## config.mk

```make
export PLATFORM = sky130hd
export DESIGN_NAME = variable_slope_stereo_lowpass
export DESIGN_NICKNAME = d
export VERILOG_FILES = /design/src/rtl/vsslp_pkg.sv /design/src/rtl/variable_slope_stereo_lowpass.sv /design/src/rtl/vsslp_mulq.sv
export SDC_FILE = /design/constraint.sdc
export NUM_CORES = 2
export LEC_CHECK = 0
export BUFFER_PORTS_ARGS = -buffer_cell sky130_fd_sc_hd__buf_2
export CAP_MARGIN = 20
export CORE_MARGIN = 8
export CORE_UTILIZATION = 40
export CTS_CLUSTER_DIAMETER = 150
export DETAILED_ROUTE_END_ITERATION = 8
export HOLD_SLACK_MARGIN = 0.08
export PLACE_DENSITY = 0.57
export REMOVE_ABC_BUFFERS = 1
export SETUP_SLACK_MARGIN = 0.05
export SLEW_MARGIN = 5
export SYNTH_ARGS = -nofsm -noshare
export SYNTH_HDL_FRONTEND = slang
export SYNTH_SLANG_ARGS = --single-unit
```

## constraint.sdc

```tcl
create_clock -name i_clk -period 8.91 [get_ports i_clk]
set_clock_uncertainty 0.15 [all_clocks]
set_input_delay 1.3365 -clock i_clk [delete_from_list [all_inputs] [get_ports i_clk]]
set_output_delay 1.3365 -clock i_clk [all_outputs]
set_load 0.01 [all_outputs]
```

## src/rtl/vsslp_pkg.sv

```systemverilog
package vsslp_pkg;

    // Configuration register port.
    localparam int CFG_W     = 17;
    localparam int CFG_IDX_W = 2;

    typedef logic [CFG_W-1:0]     t_cfg;
    typedef logic [CFG_IDX_W-1:0] t_cfg_idx;

    // Register indexes.
    localparam t_cfg_idx REG_CUTOFF   = 2'd0;
    localparam t_cfg_idx REG_HARDNESS = 2'd1;
    localparam t_cfg_idx REG_POLES    = 2'd2;
    localparam t_cfg_idx REG_MIX      = 2'd3;

    // Full scale of a register (1.0 in Q16) and reset values.
    localparam t_cfg CFG_FULL       = 17'd65536;
    localparam t_cfg CFG_CUTOFF_RST = 17'd0;
    localparam t_cfg CFG_HARD_RST   = 17'd32768;
    localparam t_cfg CFG_POLES_RST  = 17'd16384;
    localparam t_cfg CFG_MIX_RST    = 17'd65536;

    // Coefficients are unsigned Q30.
    localparam int COEF_W = 31;
    localparam int CF     = 30;

    typedef logic [COEF_W-1:0] t_coef;

    localparam t_coef ONE_Q30 = 31'h4000_0000;
    localparam t_coef EPS_Q30 = 31'd107;

endpackage

```

## src/rtl/variable_slope_stereo_lowpass.sv

```systemverilog
// Variable-slope stereo lowpass. Each accepted word carries one stereo pair
// and produces one filtered pair. The two channels are processed one after the
// other by a single shared coefficient multiplier under a small sequencer. The
// operations of a channel are the offset, the coefficient, up to four one-pole
// updates, up to four crossfades and the dry/wet mix, each a multiply. The slot
// of a disengaged stage (update or crossfade) and a skipped mix are passed over
// without a multiply. The processing time of an item depends on the poles
// setting and on whether the mix setting is at full scale. s_axis_tready is low
// during that time and rises again in the cycle after the result is loaded, so
// a new pair is accepted only once the previous one is finished. A finished
// result waits in the output register while the next pair is accepted. The next
// result stalls only while that register is still held by the receiver.
// Configuration writes are taken at any time through the config port and must
// only be issued while no pair is in flight.
module variable_slope_stereo_lowpass #(
    parameter int SAMPLE_WIDTH = 24,
    parameter int STATE_WIDTH  = 32
) (
    input  logic                                   i_clk,
    input  logic                                   i_rst_n,
    // Input stream.
    input  logic                                   s_axis_tvalid,
    output logic                                   s_axis_tready,
    // tdata: left_sample, right_sample (from bit 0 up)
    input  logic [((2*SAMPLE_WIDTH+7)/8)*8-1:0]    s_axis_tdata,
    // Output stream.
    output logic                                   m_axis_tvalid,
    input  logic                                   m_axis_tready,
    // tdata: left_out, right_out (from bit 0 up)
    output logic [((2*SAMPLE_WIDTH+7)/8)*8-1:0]    m_axis_tdata,
    // Configuration write port.
    input  logic                                   i_cfg_valid,
    output logic                                   o_cfg_ready,
    input  vsslp_pkg::t_cfg_idx                    i_cfg_index,
    input  vsslp_pkg::t_cfg                        i_cfg_data
);

    localparam int SW    = SAMPLE_WIDTH;
    localparam int STW   = STATE_WIDTH;
    localparam int XFRAC = SW - 1;
    localparam int SFRAC = STW - 2;
    localparam int IO_W  = ((2*SW+7)/8)*8;
    localparam int MW    = (STW > vsslp_pkg::COEF_W) ? STW : vsslp_pkg::COEF_W;
    localparam int DW    = MW + 1;
    localparam int AW    = MW + 2;
    localparam int OUP   = (XFRAC > SFRAC) ? (XFRAC - SFRAC) : 0;
    localparam int OW    = STW + OUP + 1;

    localparam logic signed [AW-1:0] S_MAX = {{(AW-STW+1){1'b0}}, {(STW-1){1'b1}}};
    localparam logic signed [AW-1:0] S_MIN = {{(AW-STW+1){1'b1}}, {(STW-1){1'b0}}};
    localparam logic signed [OW-1:0] O_MAX = {{(OW-SW+1){1'b0}}, {(SW-1){1'b1}}};
    localparam logic signed [OW-1:0] O_MIN = {{(OW-SW+1){1'b1}}, {(SW-1){1'b0}}};

    // Sequencer states.
    localparam logic [2:0] ST_IDLE  = 3'd0;
    localparam logic [2:0] ST_LOAD  = 3'd1;
    localparam logic [2:0] ST_DIFF  = 3'd2;
    localparam logic [2:0] ST_MAG   = 3'd3;
    localparam logic [2:0] ST_WAIT  = 3'd4;
    localparam logic [2:0] ST_APPLY = 3'd5;
    localparam logic [2:0] ST_OUT   = 3'd6;

    // Operation slots of one channel. Stage slots alternate update and crossfade.
    localparam logic [3:0] OP_OFF = 4'd0;
    localparam logic [3:0] OP_K   = 4'd1;
    localparam logic [3:0] OP_S0  = 4'd2;
    localparam logic [3:0] OP_X3  = 4'd9;
    localparam logic [3:0] OP_MIX = 4'd10;
    localparam logic [3:0] OP_END = 4'd11;

    // Saturate a state-path sum to the state width.
    function automatic logic signed [STW-1:0] sat_state(input logic signed [AW-1:0] v);
        logic signed [AW-1:0] c;
        c = (v > S_MAX) ? S_MAX : ((v < S_MIN) ? S_MIN : v);
        return c[STW-1:0];
    endfunction

    // Saturate a rescaled value to the sample width.
    function automatic logic signed [SW-1:0] sat_out(input logic signed [OW-1:0] v);
        logic signed [OW-1:0] c;
        c = (v > O_MAX) ? O_MAX : ((v < O_MIN) ? O_MIN : v);
        return c[SW-1:0];
    endfunction

    // Configuration registers.
    vsslp_pkg::t_cfg r_cut;
    vsslp_pkg::t_cfg r_hard;
    vsslp_pkg::t_cfg r_pole;
    vsslp_pkg::t_cfg r_mix;
    vsslp_pkg::t_cfg w_cfg_sat;

    // Sequencer and datapath registers.
    logic [2:0]               r_state;
    logic [3:0]               r_op;
    logic                     r_ch;
    logic                     r_bank;
    logic                     r_ovalid;
    logic signed [SW-1:0]     r_in_l;
    logic signed [SW-1:0]     r_in_r;
    logic signed [SW-1:0]     r_left;
    logic [IO_W-1:0]          r_tdata;
    logic signed [STW-1:0]    r_x;
    logic signed [STW-1:0]    r_dry;
    logic signed [STW-1:0]    r_s;
    vsslp_pkg::t_coef         r_absx;
    vsslp_pkg::t_coef         r_off;
    vsslp_pkg::t_coef         r_k;
    logic signed [DW-1:0]     r_diff;
    vsslp_pkg::t_coef         r_coef;
    logic                     r_neg;
    logic signed [STW-1:0]    r_store [16];

    // Derived settings.
    logic signed [18:0]       w_tight2;
    logic [17:0]              w_t2mag;
    logic                     w_tpos;
    logic [17:0]              w_amt16;
    vsslp_pkg::t_cfg          w_amt_c;
    vsslp_pkg::t_coef         w_amount;
    vsslp_pkg::t_coef         w_tmag;
    vsslp_pkg::t_coef         w_wet [4];
    logic [3:0]               w_wet_on;
    vsslp_pkg::t_coef         w_mix;
    logic                     w_mix_full;

    // Channel front end.
    logic signed [SW-1:0]     w_samp;
    logic                     w_samp_neg;
    logic [SW-1:0]            w_samp_mag;
    vsslp_pkg::t_coef         w_absx;
    logic signed [STW-1:0]    w_x_in;

    // Operation decode.
    logic [3:0]               w_op_m2;
    logic [1:0]               w_stage;
    logic                     w_is_stage;
    logic                     w_is_x;
    logic [3:0]               w_idx;
    logic signed [STW-1:0]    w_s_rd;
    logic                     w_op_on;
    logic signed [DW-1:0]     w_diff;
    vsslp_pkg::t_coef         w_coef;
    vsslp_pkg::t_coef         w_off_in;
    logic [MW-1:0]            w_mag;

    // Multiplier result and combine.
    logic                     w_mul_start;
    logic                     w_mul_done;
    logic [MW-1:0]            w_mul_res;
    logic signed [DW-1:0]     w_res_u;
    logic signed [DW-1:0]     w_res_s;
    logic signed [32:0]       w_off_sum;
    vsslp_pkg::t_coef         w_off_c;
    logic signed [STW-1:0]    w_new_s;
    logic signed [STW-1:0]    w_new_x;
    logic signed [STW-1:0]    w_new_m;

    // Output rescale.
    logic signed [OW-1:0]     w_scaled;
    logic signed [SW-1:0]     w_out;
    logic                     w_out_load;

    // Configuration writes, saturated to full scale.
    assign o_cfg_ready = 1'b1;
    assign w_cfg_sat   = (i_cfg_data > vsslp_pkg::CFG_FULL) ? vsslp_pkg::CFG_FULL : i_cfg_data;

    always_ff @(posedge i_clk) begin
        if (!i_rst_n) begin
            r_cut  <= vsslp_pkg::CFG_CUTOFF_RST;
            r_hard <= vsslp_pkg::CFG_HARD_RST;
            r_pole <= vsslp_pkg::CFG_POLES_RST;
            r_mix  <= vsslp_pkg::CFG_MIX_RST;
        end else if (i_cfg_valid) begin
            unique case (i_cfg_index)
                vsslp_pkg::REG_CUTOFF:   r_cut  <= w_cfg_sat;
                vsslp_pkg::REG_HARDNESS: r_hard <= w_cfg_sat;
                vsslp_pkg::REG_POLES:    r_pole <= w_cfg_sat;
                vsslp_pkg::REG_MIX:      r_mix  <= w_cfg_sat;
                default:                 r_mix  <= r_mix;
            endcase
        end
    end

    // Amount and tightness from cutoff and hardness.
    assign w_tight2 = signed'({1'b0, r_hard, 1'b0}) - 19'sd65536;
    assign w_tpos   = !w_tight2[18] && (w_tight2 != 19'sd0);
    assign w_t2mag  = w_tight2[18] ? 18'(-w_tight2) : w_tight2[17:0];
    assign w_amt16  = 18'(r_cut) + w_t2mag;
    assign w_amt_c  = (w_amt16 > 18'(vsslp_pkg::CFG_FULL)) ? vsslp_pkg::CFG_FULL
                                                           : w_amt16[16:0];
    assign w_amount = (w_amt_c == '0) ? vsslp_pkg::EPS_Q30 : {w_amt_c, 14'b0};
    // A negative tightness is halved, which is one less shift.
    assign w_tmag   = w_tpos ? {w_t2mag[16:0], 14'b0} : {1'b0, w_t2mag[16:0], 13'b0};

    // Progressive stage wets from four times the pole amount.
    always_comb begin
        logic signed [20:0] w;
        for (int i = 0; i < 4; i++) begin
            w = signed'({2'b0, r_pole, 2'b0}) - signed'(21'(i * 65536));
            if (w < 21'sd0) begin
                w = 21'sd0;
            end else if (w > 21'sd65536) begin
                w = 21'sd65536;
            end
            w_wet[i]    = {w[16:0], 14'b0};
            w_wet_on[i] = (w != 21'sd0);
        end
    end

    assign w_mix      = {r_mix, 14'b0};
    assign w_mix_full = (r_mix == vsslp_pkg::CFG_FULL);

    // Current channel sample, its magnitude, and its rescaled forms.
    assign w_samp     = r_ch ? r_in_r : r_in_l;
    assign w_samp_neg = w_samp[SW-1];
    assign w_samp_mag = w_samp_neg ? (~unsigned'(w_samp) + 1'b1) : unsigned'(w_samp);

    generate
        if (XFRAC <= vsslp_pkg::CF) begin : g_absx_up
            assign w_absx = vsslp_pkg::COEF_W'(w_samp_mag) << (vsslp_pkg::CF - XFRAC);
        end else begin : g_absx_dn
            localparam int AD = XFRAC - vsslp_pkg::CF;
            logic [SW:0] w_ar;
            assign w_ar   = {1'b0, w_samp_mag} + ((SW+1)'(1) << (AD - 1));
            assign w_absx = vsslp_pkg::COEF_W'(w_ar >> AD);
        end

        if (SFRAC >= XFRAC) begin : g_x_up
            assign w_x_in = STW'(w_samp) <<< (SFRAC - XFRAC);
        end else begin : g_x_dn
            localparam int XD = XFRAC - SFRAC;
            logic [SW:0] w_xr;
            logic [SW:0] w_xm;
            assign w_xr   = {1'b0, w_samp_mag} + ((SW+1)'(1) << (XD - 1));
            assign w_xm   = w_xr >> XD;
            assign w_x_in = w_samp_neg ? -signed'(STW'(w_xm)) : signed'(STW'(w_xm));
        end

        if (XFRAC >= SFRAC) begin : g_out_up
            assign w_scaled = OW'(r_x) <<< OUP;
        end else begin : g_out_dn
            localparam int OD = SFRAC - XFRAC;
            logic [STW-1:0] w_om;
            logic [STW:0]   w_or;
            logic [STW:0]   w_os;
            assign w_om     = r_x[STW-1] ? (~unsigned'(r_x) + 1'b1) : unsigned'(r_x);
            assign w_or     = {1'b0, w_om} + ((STW+1)'(1) << (OD - 1));
            assign w_os     = w_or >> OD;
            assign w_scaled = r_x[STW-1] ? -signed'(OW'(w_os)) : signed'(OW'(w_os));
        end
    endgenerate

    assign w_out = sat_out(w_scaled);

    // The output word is loaded when the right channel is done and the register is free.
    assign w_out_load = (r_state == ST_OUT) && r_ch && (!r_ovalid || m_axis_tready);

    // Operation decode: stage number, update or crossfade, accumulator address.
    assign w_op_m2    = r_op - OP_S0;
    assign w_stage    = w_op_m2[2:1];
    assign w_is_x     = w_op_m2[0];
    assign w_is_stage = (r_op >= OP_S0) && (r_op <= OP_X3);
    assign w_idx      = {r_ch, w_stage, ~r_bank};
    assign w_s_rd     = r_store[w_idx];
    assign w_off_in   = w_tpos ? r_absx : (vsslp_pkg::ONE_Q30 - r_absx);

    // Multiplier operand and coefficient for the current operation.
    always_comb begin
        w_op_on = 1'b1;
        w_diff  = DW'(signed'({1'b0, w_off_in}));
        w_coef  = w_tmag;
        if (r_op == OP_K) begin
            w_diff = DW'(signed'({1'b0, r_off}));
            w_coef = w_amount;
        end else if (w_is_stage) begin
            w_op_on = w_wet_on[w_stage];
            if (w_is_x) begin
                w_diff = DW'(r_s) - DW'(r_x);
                w_coef = w_wet[w_stage];
            end else begin
                w_diff = DW'(r_x) - DW'(w_s_rd);
                w_coef = r_k;
            end
        end else if (r_op == OP_MIX) begin
            w_op_on = !w_mix_full;
            w_diff  = DW'(r_x) - DW'(r_dry);
            w_coef  = w_mix;
        end
    end

    assign w_mag       = r_diff[DW-1] ? MW'(-r_diff) : MW'(r_diff);
    assign w_mul_start = (r_state == ST_MAG);

    vsslp_mulq #(
        .MAG_W (MW)
    ) u_mulq (
        .i_clk   (i_clk),
        .i_rst_n (i_rst_n),
        .i_start (w_mul_start),
        .i_mag   (w_mag),
        .i_coef  (r_coef),
        .o_done  (w_mul_done),
        .o_res   (w_mul_res)
    );

    // Signed product and the combine step of each operation.
    assign w_res_u = signed'(DW'(w_mul_res));
    assign w_res_s = r_neg ? -w_res_u : w_res_u;

    assign w_off_sum = w_tpos
        ? signed'(33'(vsslp_pkg::ONE_Q30)) - signed'(33'(w_tmag))
          + signed'(33'(w_mul_res[vsslp_pkg::COEF_W-1:0]))
        : signed'(33'(vsslp_pkg::ONE_Q30)) - signed'(33'(w_tmag))
          - signed'(33'(w_mul_res[vsslp_pkg::COEF_W-1:0]));

    always_comb begin
        if (w_off_sum < signed'(33'(vsslp_pkg::EPS_Q30))) begin
            w_off_c = vsslp_pkg::EPS_Q30;
        end else if (w_off_sum > signed'(33'(vsslp_pkg::ONE_Q30))) begin
            w_off_c = vsslp_pkg::ONE_Q30;
        end else begin
            w_off_c = w_off_sum[vsslp_pkg::COEF_W-1:0];
        end
    end

    assign w_new_s = sat_state(AW'(r_s) + AW'(w_res_s));
    assign w_new_x = sat_state(AW'(r_x) + AW'(w_res_s));
    assign w_new_m = sat_state(AW'(r_dry) + AW'(w_res_s));

    // Sequencer.
    always_ff @(posedge i_clk) begin
        if (!i_rst_n) begin
            r_state  <= ST_IDLE;
            r_op     <= OP_OFF;
            r_ch     <= 1'b0;
            r_bank   <= 1'b1;
            r_ovalid <= 1'b0;
        end else begin
            if (w_out_load) begin
                r_ovalid <= 1'b1;
            end else if (m_axis_tready) begin
                r_ovalid <= 1'b0;
            end
            unique case (r_state)
                ST_IDLE: begin
                    if (s_axis_tvalid) begin
                        r_ch    <= 1'b0;
                        r_state <= ST_LOAD;
                    end
                end
                ST_LOAD: begin
                    r_op    <= OP_OFF;
                    r_state <= ST_DIFF;
                end
                ST_DIFF: begin
                    if (r_op == OP_END) begin
                        r_state <= ST_OUT;
                    end else if (w_op_on) begin
                        r_state <= ST_MAG;
                    end else begin
                        r_op <= r_op + 4'd1;
                    end
                end
                ST_MAG: r_state <= ST_WAIT;
                ST_WAIT: begin
                    if (w_mul_done) begin
                        r_state <= ST_APPLY;
                    end
                end
                ST_APPLY: begin
                    r_op    <= r_op + 4'd1;
                    r_state <= ST_DIFF;
                end
                ST_OUT: begin
                    if (!r_ch) begin
                        r_ch    <= 1'b1;
                        r_state <= ST_LOAD;
                    end else if (!r_ovalid || m_axis_tready) begin
                        r_bank   <= ~r_bank;
                        r_ch     <= 1'b0;
                        r_state  <= ST_IDLE;
                    end
                end
                default: r_state <= ST_IDLE;
            endcase
        end
    end

    // Datapath registers.
    always_ff @(posedge i_clk) begin
        if (r_state == ST_IDLE && s_axis_tvalid) begin
            r_in_l <= s_axis_tdata[SW-1:0];
            r_in_r <= s_axis_tdata[2*SW-1:SW];
        end
        if (r_state == ST_LOAD) begin
            r_x    <= w_x_in;
            r_dry  <= w_x_in;
            r_absx <= w_absx;
        end
        if (r_state == ST_DIFF && r_op != OP_END && w_op_on) begin
            r_diff <= w_diff;
            r_coef <= w_coef;
            if (w_is_stage && !w_is_x) begin
                r_s <= w_s_rd;
            end
        end
        if (r_state == ST_MAG) begin
            r_neg <= r_diff[DW-1];
        end
        if (r_state == ST_APPLY) begin
            if (r_op == OP_OFF) begin
                r_off <= w_off_c;
            end else if (r_op == OP_K) begin
                r_k <= w_mul_res[vsslp_pkg::COEF_W-1:0];
            end else if (w_is_stage && !w_is_x) begin
                r_s <= w_new_s;
            end else if (w_is_stage) begin
                r_x <= w_new_x;
            end else begin
                r_x <= w_new_m;
            end
        end
        if (r_state == ST_OUT) begin
            if (!r_ch) begin
                r_left <= w_out;
            end else if (!r_ovalid || m_axis_tready) begin
                r_tdata <= IO_W'({w_out, r_left});
            end
        end
    end

    // Stage accumulators: both banks of both channels.
    always_ff @(posedge i_clk) begin
        if (!i_rst_n) begin
            for (int i = 0; i < 16; i++) begin
                r_store[i] <= '0;
            end
        end else if (r_state == ST_APPLY && w_is_stage && !w_is_x) begin
            r_store[w_idx] <= w_new_s;
        end
    end

    assign s_axis_tready = (r_state == ST_IDLE);
    assign m_axis_tvalid = r_ovalid;
    assign m_axis_tdata  = r_tdata;

endmodule

```

## src/rtl/vsslp_mulq.sv

```systemverilog
// Coefficient multiplier: res = round(mag * coef / 2^30), half away from zero
// on the magnitude. One narrow multiplier handles the low half of the magnitude
// and then the high half in successive steps; the result is registered in the
// rounding step and is flagged by a one-cycle done pulse.
module vsslp_mulq #(
    parameter int MAG_W = 32
) (
    input  logic                       i_clk,
    input  logic                       i_rst_n,
    input  logic                       i_start,
    input  logic [MAG_W-1:0]           i_mag,
    input  vsslp_pkg::t_coef           i_coef,
    output logic                       o_done,
    output logic [MAG_W-1:0]           o_res
);

    localparam int LO_W  = (MAG_W + 1) / 2;
    localparam int PW    = LO_W + vsslp_pkg::COEF_W;
    localparam int ACC_W = MAG_W + vsslp_pkg::COEF_W + 1;

    localparam logic [1:0] STEP_IDLE = 2'd0;
    localparam logic [1:0] STEP_LO   = 2'd1;
    localparam logic [1:0] STEP_HI   = 2'd2;
    localparam logic [1:0] STEP_RND  = 2'd3;

    localparam logic [ACC_W-1:0] HALF = ACC_W'(1) << (vsslp_pkg::CF - 1);

    logic [1:0]             r_step;
    logic                   r_done;
    logic [MAG_W-1:0]       r_mag;
    vsslp_pkg::t_coef       r_coef;
    logic [ACC_W-1:0]       r_acc;
    logic [PW-1:0]          r_prod;
    logic [MAG_W-1:0]       r_res;

    logic [LO_W-1:0]        w_opnd;
    logic [PW-1:0]          w_prod;
    logic [ACC_W-1:0]       w_sum;

    // The shared multiplier sees the low half first, then the high half.
    assign w_opnd = (r_step == STEP_LO) ? r_mag[LO_W-1:0] : LO_W'(r_mag[MAG_W-1:LO_W]);
    assign w_prod = PW'(w_opnd) * PW'(r_coef);

    // Recombine the partial products and round at the Q30 point.
    assign w_sum = r_acc + (ACC_W'(r_prod) << LO_W) + HALF;

    // Sequencer.
    always_ff @(posedge i_clk) begin
        if (!i_rst_n) begin
            r_step <= STEP_IDLE;
            r_done <= 1'b0;
        end else begin
            r_done <= 1'b0;
            unique case (r_step)
                STEP_IDLE: begin
                    if (i_start) begin
                        r_step <= STEP_LO;
                    end
                end
                STEP_LO:  r_step <= STEP_HI;
                STEP_HI:  r_step <= STEP_RND;
                STEP_RND: begin
                    r_step <= STEP_IDLE;
                    r_done <= 1'b1;
                end
                default:  r_step <= STEP_IDLE;
            endcase
        end
    end

    // Operand and partial product registers.
    always_ff @(posedge i_clk) begin
        if (r_step == STEP_IDLE && i_start) begin
            r_mag  <= i_mag;
            r_coef <= i_coef;
        end
        if (r_step == STEP_LO) begin
            r_acc <= ACC_W'(w_prod);
        end
        if (r_step == STEP_HI) begin
            r_prod <= w_prod;
        end
        if (r_step == STEP_RND) begin
            r_res <= w_sum[vsslp_pkg::CF +: MAG_W];
        end
    end

    assign o_done = r_done;
    assign o_res  = r_res;

endmodule
```

# [Yosys cells after proc, flatten, opt, wreduce, memory -nomap -nowiden]
# Memories as Yosys holds them, arrays and structs flattened.
# Cells that the tools add are included.
[op_classes] mul=1 n_mux=85 div_mod_pow=0 order_cmp=24 eq_ne=24 n_bitwise=6 shift=0 n_reduce_logical=43 n_addsub=26
[ops] op="2-to-1 mux 32 bit" n=21
[ops] op="2-to-1 mux 31 bit" n=11
[ops] op="2-to-1 mux 33 bit" n=6
[ops] op="2-to-1 mux 21 bit" n=6
[ops] op="greater-than comparator 34 x 32 -> 1 bit (second input constant)" n=3
[ops] op="< comparator 34 x 32 -> 1 bit (second input constant)" n=3
[ops] op="subtractor 32 x 32 -> 33 bit" n=3
[ops] op="nonzero test 21 bit" n=4
[ops] op="2-to-1 mux 24 bit" n=3
[ops] op="adder 32 x 33 -> 34 bit" n=2
[ops] op="adder 47 x 62 -> 62 bit" n=1
[ops] op="adder 62 x 30 -> 62 bit (second input constant)" n=1
[ops] op="binary-select mux 31 bit (select 2 bit)" n=1
[ops] op="greater-than comparator 20 x 18 -> 1 bit (second input constant)" n=3
[ops] op="< comparator 20 x 1 -> 1 bit (second input constant)" n=3
[ops] op="multiplier 16 x 31 -> 47 bit" n=1
[ops] op="subtractor 19 x 18 -> 20 bit (second input constant)" n=2
[ops] op="2-to-1 mux 19 bit" n=2
[ops] op="adder 31 x 33 -> 34 bit" n=1
[ops] op="2-to-1 mux 17 bit" n=2
[ops] op="adder 32 x 32 -> 33 bit" n=1
[ops] op="adder 32 x 7 -> 33 bit (second input constant)" n=1
[ops] op="greater-than comparator 33 x 24 -> 1 bit (second input constant)" n=1
[ops] op="greater-than comparator 33 x 32 -> 1 bit (second input constant)" n=1
[ops] op="other kinds (67)" n=126
[totals] rom_bits=0 output_inout_bits=51 word_cells=242 mem_bits_rw=512 mem_count=1 latch_bits=0 ff_bits=628
[mem_list] name="r_store" depth=16 word_bits=32 rd=1 rd_ports_with_merged_regs=0 write_ports=16 line="variable_slope_stereo_lowpass.sv:111" rtl="logic signed [STW-1:0] r_store [16];"

# [Depth between registers and ports, before layout]
[logic_depth] depth_word=15 depth_mapped=36 ltp_nobuf=29

# [Hierarchy]
# Synthesis repeated with hierarchy kept, for this count alone.
[hier_totals] hier_cells=7737 area_unflattened_um2=79912.9
[modules_own_cells] module="variable_slope_stereo_lowpass" area_per_inst_um2=56963.4 instances=1 cells_per_inst=5499
[modules_own_cells] module="vsslp_mulq" area_per_inst_um2=22949.5 instances=1 cells_per_inst=2238

# [Worst setup path after synthesis]
# OpenSTA, ideal clock, no wires.
[synth_path] path_kind="register to register" from="register u_mulq.r_step[1]" to="register u_mulq.r_acc[46] (data pin)" t_arrival_ns=8.624 setup_slack_ns=-0.124 path_stages_with_launch=32 setup_time_ns=0.260 required_time_ns=8.500 synth_period_minus_slack_ns=9.034 path_cell_list="dfxtp_1 -> inv_1 -> ha_1 -> clkbuf_1 -> buf_1 -> mux2_2 -> clkbuf_1 -> nand2_1 -> fa_1 -> inv_1 -> fa_1 -> inv_1 -> fa_1 -> inv_1 -> fa_1 -> fa_1 -> inv_1 -> fa_1 -> inv_1 -> ha_1 -> a21o_1 -> a21o_1 -> a21o_1 -> a221oi_1 -> o31a_1 -> o21ai_0 -> a311oi_1 -> o31ai_1 -> a31o_2 -> a221oi_1 -> o21ai_0 -> xnor2_1"
[synth_via] elab_chain_len=3
[synth_rtl] item="from (decl)" line="vsslp_mulq.sv:28" rtl="logic [1:0] r_step;"
[synth_rtl] item="from (signal assigned)" line="vsslp_mulq.sv:50" rtl="r_step <= STEP_IDLE;"
[synth_rtl] item="from (signal assigned)" line="vsslp_mulq.sv:57" rtl="r_step <= STEP_LO;"
[synth_rtl] item="from (signal assigned)" line="vsslp_mulq.sv:60" rtl="STEP_LO: r_step <= STEP_HI;"
[synth_rtl] item="equality test 2 x 1 -> 1 bit" line="vsslp_mulq.sv:41" rtl="assign w_opnd = (r_step == STEP_LO) ? r_mag[LO_W-1:0] : LO_W'(r_mag[MAG_W-1:LO_W]);"
[synth_rtl] item="2-to-1 mux 16 bit" line="vsslp_mulq.sv:41"
[synth_rtl] item="multiplier 16 x 31 -> 47 bit" line="vsslp_mulq.sv:42" rtl="assign w_prod = PW'(w_opnd) * PW'(r_coef);"
[synth_rtl] item="named net u_mulq.w_prod[46]" line="vsslp_mulq.sv:37" rtl="logic [PW-1:0] w_prod;"
[synth_rtl] item="to (signal assigned)" line="vsslp_mulq.sv:78" rtl="r_acc <= ACC_W'(w_prod);"
[synth_rtl] item="to (decl)" line="vsslp_mulq.sv:32" rtl="logic [ACC_W-1:0] r_acc;"
# The timed path passes the listed nets, and every way through them passes these cells.
# A chain may end at the register's enable or synchronous reset.

# [Worst setup path in the final report]
# Ends and elaborated chain as after synthesis.

==> impl_results.html <==
<table>
<tr><th>Metric</th><th>Value</th></tr>
<tr><th colspan="2">Outcome</th></tr>
<tr><td>Status</td><td>completed</td></tr>
<tr><th colspan="2">Yosys</th></tr>
<tr><td>Sequential-to-total area share from yosys stat</td><td>0.406</td></tr>
<tr><td>Fraction of post-synthesis cell area in the top cell type by area</td><td>0.370</td></tr>
<tr><td>Summed instance area of the synthesized netlist</td><td>79400 sq um</td></tr>
<tr><td>Cells after Synth</td><td>7672</td></tr>
<tr><td>Cell type with the highest aggregate area in the netlist</td><td>edfxtp_1</td></tr>
<tr><td>Average cell area after synthesis</td><td>10.4 sq um</td></tr>
<tr><td>Synthesized flop and latch total</td><td>1123</td></tr>
<tr><td>Share of synthesized registers carrying an async set or reset</td><td>0</td></tr>
<tr><td>Most frequently used flop master after synthesis</td><td>edfxtp_1</td></tr>
<tr><td>Top area cells in the synthesized netlist</td><td>edfxtp_1 (37%), fa_1 (10%), ha_1 (6.7%), mux4_2 (4.5%), nand2_1 (3.9%)</td></tr>
<tr><td>Yosys warning total</td><td>0</td></tr>
<tr><td>Number of enable-type register cells in the synthesized netlist</td><td>978</td></tr>
<tr><td>Unique masters post-synth</td><td>103</td></tr>
<tr><th colspan="2">Detailed routing</th></tr>
<tr><td>Average detailed-routed wire length per instance</td><td>24.8 microns</td></tr>
<tr><td>Number of remaining DRC errors</td><td>0</td></tr>
<tr><td>Post-detailed-route count of antenna-violating nets</td><td>0</td></tr>
<tr><td>Routed vias/inst</td><td>5.70</td></tr>
<tr><td>Via count</td><td>59800</td></tr>
<tr><td>1st-pass router iterations</td><td>6</td></tr>
<tr><td>DRC marker count from the first detailed-route iteration</td><td>5596</td></tr>
<tr><td>DRT Wirelength</td><td>260000 microns</td></tr>
<tr><th colspan="2">GRT</th></tr>
<tr><td>Global-route wire length before repair</td><td>384000 microns</td></tr>
<tr><td>Vias in the first global route</td><td>59300</td></tr>
<tr><td>Number of antenna violations at the first check in global routing</td><td>18</td></tr>
<tr><td>Global Route Usage Sum</td><td>0.238</td></tr>
<tr><td>Largest net degree at the start of global routing</td><td>101</td></tr>
<tr><td>Grt ovf</td><td>0</td></tr>
<tr><th colspan="2">Floorplan</th></tr>
<tr><td>Die X</td><td>462 microns</td></tr>
<tr><td>Die Footprint</td><td>213000 sq um</td></tr>
<tr><td>Starting utilization of the core area</td><td>0.402</td></tr>
<tr><td>I/O pin total</td><td>123</td></tr>
<tr><td>Number of rows created at floorplan</td><td>163</td></tr>
<tr><td>Die Span Y</td><td>462 microns</td></tr>
<tr><td>Floorplan core area</td><td>197000 sq um</td></tr>
<tr><th colspan="2">Timing</th></tr>
<tr><td>Fin. Hold Viols</td><td>0</td></tr>
<tr><td>Final-report max-slew violation count</td><td>0</td></tr>
<tr><td>F_max</td><td>119 MHz</td></tr>
<tr><td>Final setup violation count</td><td>0</td></tr>
<tr><td>Share of the clock period used by the worst path</td><td>0.946</td></tr>
<tr><td>Worst slew pin tran</td><td>1.27 ns</td></tr>
<tr><td>Final period demand of the worst path</td><td>8.43 ns</td></tr>
<tr><td>RSZ-0062 raised after global routing</td><td>no</td></tr>
<tr><td>Worst slew margin</td><td>0.150</td></tr>
<tr><th colspan="2">Final layout</th></tr>
<tr><td>Number of nets in the final layout</td><td>8660</td></tr>
<tr><td>Commonest non-fill, non-tap cells in the layout</td><td>edfxtp_1 (978), nand2_1 (817), nor2_1 (801)</td></tr>
<tr><td>Area overhead of the layout relative to synthesis</td><td>11.0%</td></tr>
<tr><td>Leading cell type in the layout, fill and taps excluded</td><td>edfxtp_1</td></tr>
<tr><td>Final Core Density</td><td>0.446</td></tr>
<tr><td>Layout cell share with drive strength beyond 1</td><td>0.108</td></tr>
<tr><td>Number of filler cells placed in the layout</td><td>18700</td></tr>
<tr><th colspan="2">Clocking</th></tr>
<tr><td>Clock-pin slew reported for the worst setup and hold paths after clock tree synthesis</td><td>0.06 ns</td></tr>
<tr><td>Clock root buffer master</td><td>clkbuf_16</td></tr>
<tr><td>Total number of clock tree sinks</td><td>1123</td></tr>
<tr><td>TritonCTS clock tree</td><td>built</td></tr>
<tr><td>Total number of H-tree levels</td><td>4</td></tr>
<tr><td>Number of resized instances in the post-cts repair step</td><td>0</td></tr>
<tr><td>Total clock buffers created by CTS</td><td>131</td></tr>
<tr><td>Source-to-sink clock delay at the later pin of the worst-skew pair</td><td>0.80 ns</td></tr>
<tr><td>Hold buffer count at CTS</td><td>0</td></tr>
<tr><td>Buffer depth of the longest clock path</td><td>3</td></tr>
<tr><td>Post-CTS setup buffer count</td><td>0</td></tr>
<tr><th colspan="2">Min path</th></tr>
<tr><td>Hold path start</td><td>r_left[19]$_DFFE_PP_</td></tr>
<tr><td>Worst min-delay path endpoint</td><td>m_axis_tdata[19]$_DFFE_PP_</td></tr>
<tr><td>Hold Crit Class</td><td>reg -&gt; reg</td></tr>
<tr><td>Count of cells along the worst hold path</td><td>0</td></tr>
<tr><th colspan="2">Setup path</th></tr>
<tr><td>Worst path arrival time</td><td>8.80 ns</td></tr>
<tr><td>Required time worst endpoint</td><td>9.27 ns</td></tr>
<tr><td>Number of logic stages on the critical path including buffering</td><td>26</td></tr>
<tr><td>Setup CP Type</td><td>reg -&gt; reg</td></tr>
<tr><td>Delay of the slowest cell on the worst path</td><td>0.54 ns</td></tr>
<tr><td>Crit-path slowest cell</td><td>fa_1</td></tr>
<tr><td>R2r startpoint</td><td>u_mulq.r_step[1]$_SDFFE_PN0P_</td></tr>
<tr><td>Count of buffer and inverter cells on the critical path</td><td>4</td></tr>
<tr><td>Reg-to-reg critical path endpoint</td><td>u_mulq.r_acc[46]$_DFFE_PP_</td></tr>
<tr><td>Reg2Reg Depth</td><td>26</td></tr>
<tr><td>Critical path's most frequent cell</td><td>fa_1</td></tr>
<tr><td>Crit path capture type</td><td>flip-flop</td></tr>
<tr><td>Reg-to-reg slack, setup</td><td>0.48 ns</td></tr>
<tr><td>Launching element type of the critical path</td><td>flip-flop</td></tr>
<tr><td>Largest fanout on the critical path</td><td>19</td></tr>
<tr><td>Family of cells with the greatest summed delay on the critical path</td><td>adder cells</td></tr>
<tr><th colspan="2">Placement</th></tr>
<tr><td>Quantity of I/O buffers inserted on ports</td><td>121</td></tr>
<tr><td>Routability Congestion</td><td>0.960</td></tr>
<tr><td>Half-perimeter wire length of the detailed placement result</td><td>191000 microns</td></tr>
<tr><th colspan="2">Flow run</th></tr>
<tr><td>Max-capacitance violation count</td><td>0</td></tr>
</table>
==> cell type report <==
cell class                 instances  area (sq um)  share of cell area
antenna                            5          12.5            0.000142
multi-input combinational       5466         43300               0.491
tap                             2640          3300              0.0375
timing repair buffer             337          2320              0.0263
sequential                      1123         32300               0.366
clock buffer                     157          3460              0.0393
inverter                         693          2600              0.0295
clock inverter                    75           883              0.0100
==> cell families after synthesis <==
family,after synthesis,synth area share
adder cells (fa/ha/maj),836,0.171
multiplexers,260,0.0584
XOR/XNOR,459,0.0508
AO/OA/AOI/OAI,1479,0.123
flip-flops,1123,0.406
other,1,0.0000472
buffers and inverters,1083,0.0518
AND/OR/NAND/NOR,2431,0.139
==> worst reg2reg max path, delay by kind of cell (launching register included) <==
family          cells  cell delay (ns)
xor+xnor            1             0.15
flops               1             0.33
simple gates        1             0.22
mux                 1             0.45
compound gates     11             2.65
buf+inv             4             0.48
fa+ha+maj           8             3.76
==> registers in the layout, summed over array words and instances, names as in the netlist, 31 cells and up <==
register       count
r_k               31
m_axis_tdata      48
u_mulq.o_res      32
r_s               32
r_coef            31
r_store          512
r_off             31
r_x               32
u_mulq.r_mag      32
u_mulq.r_prod     46
u_mulq.r_acc      31
u_mulq.r_coef     31
r_diff            33
==> layer usage <==
| layer | global-route usage | vias to the layer above | wire (microns) |
|---|---|---|---|
| met3 | 0.0288 | 551 | 16300 |
| met1 | 0.306 | 29900 | 105000 |
| met4 | 0.0965 | 0 | 12500 |
| met5 | 0 | - | 0 |
| met2 | 0.409 | 2307 | 127000 |
| li1 | - | 27000 | - |
==> cells in the mapped netlist, types with 140 or more instances <==
cell type and number:
and2_1 211, xnor2_1 318, o21ai_0 309, ha_1 423, mux4_2 160, inv_1 691, dfxtp_1 145, xor2_1 140
nor2_1 803, clkbuf_1 349, a21o_1 143, a21oi_1 367, fa_1 413, edfxtp_1 978, nand2_1 835
==> how the worst max path moves through the flow <==
stage	from	end	slack [ns]
after floorplan	r_op[1]$_SDFFE_PN0P_	r_s[13]$_DFF_P_	-3.14
after global placement	u_mulq.r_step[1]$_SDFFE_PN0P_	u_mulq.r_acc[45]$_DFFE_PP_	0.36
after detailed placement	u_mulq.r_step[1]$_SDFFE_PN0P_	u_mulq.r_acc[45]$_DFFE_PP_	0.37
after CTS	u_mulq.r_step[1]$_SDFFE_PN0P_	u_mulq.r_acc[39]$_DFFE_PP_	0.31
after global routing	u_mulq.r_step[1]$_SDFFE_PN0P_	u_mulq.r_acc[46]$_DFFE_PP_	0.13
final	u_mulq.r_step[1]$_SDFFE_PN0P_	u_mulq.r_acc[46]$_DFFE_PP_	0.48
==> through the flow <==
step	hold slack (ns)	area (sq um)	setup WS, ns	setup TNS [ns]	std cells
2_1_floorplan	0.250	77900	-3.14	-184.85	7282
3_3_place_gp	0.253	83700	0.356	0	10300
3_5_place_dp	0.255	83700	0.370	0	10300
6_report	0.261	88100	0.478	0	10500
5_1_grt	0.254	88100	0.125	0	10500
4_1_cts	0.256	88000	0.312	0	10500
Power is left out: the tool's default activity adds up to more than one toggle a clock period on the data nets, which glitch-free logic cannot reach.
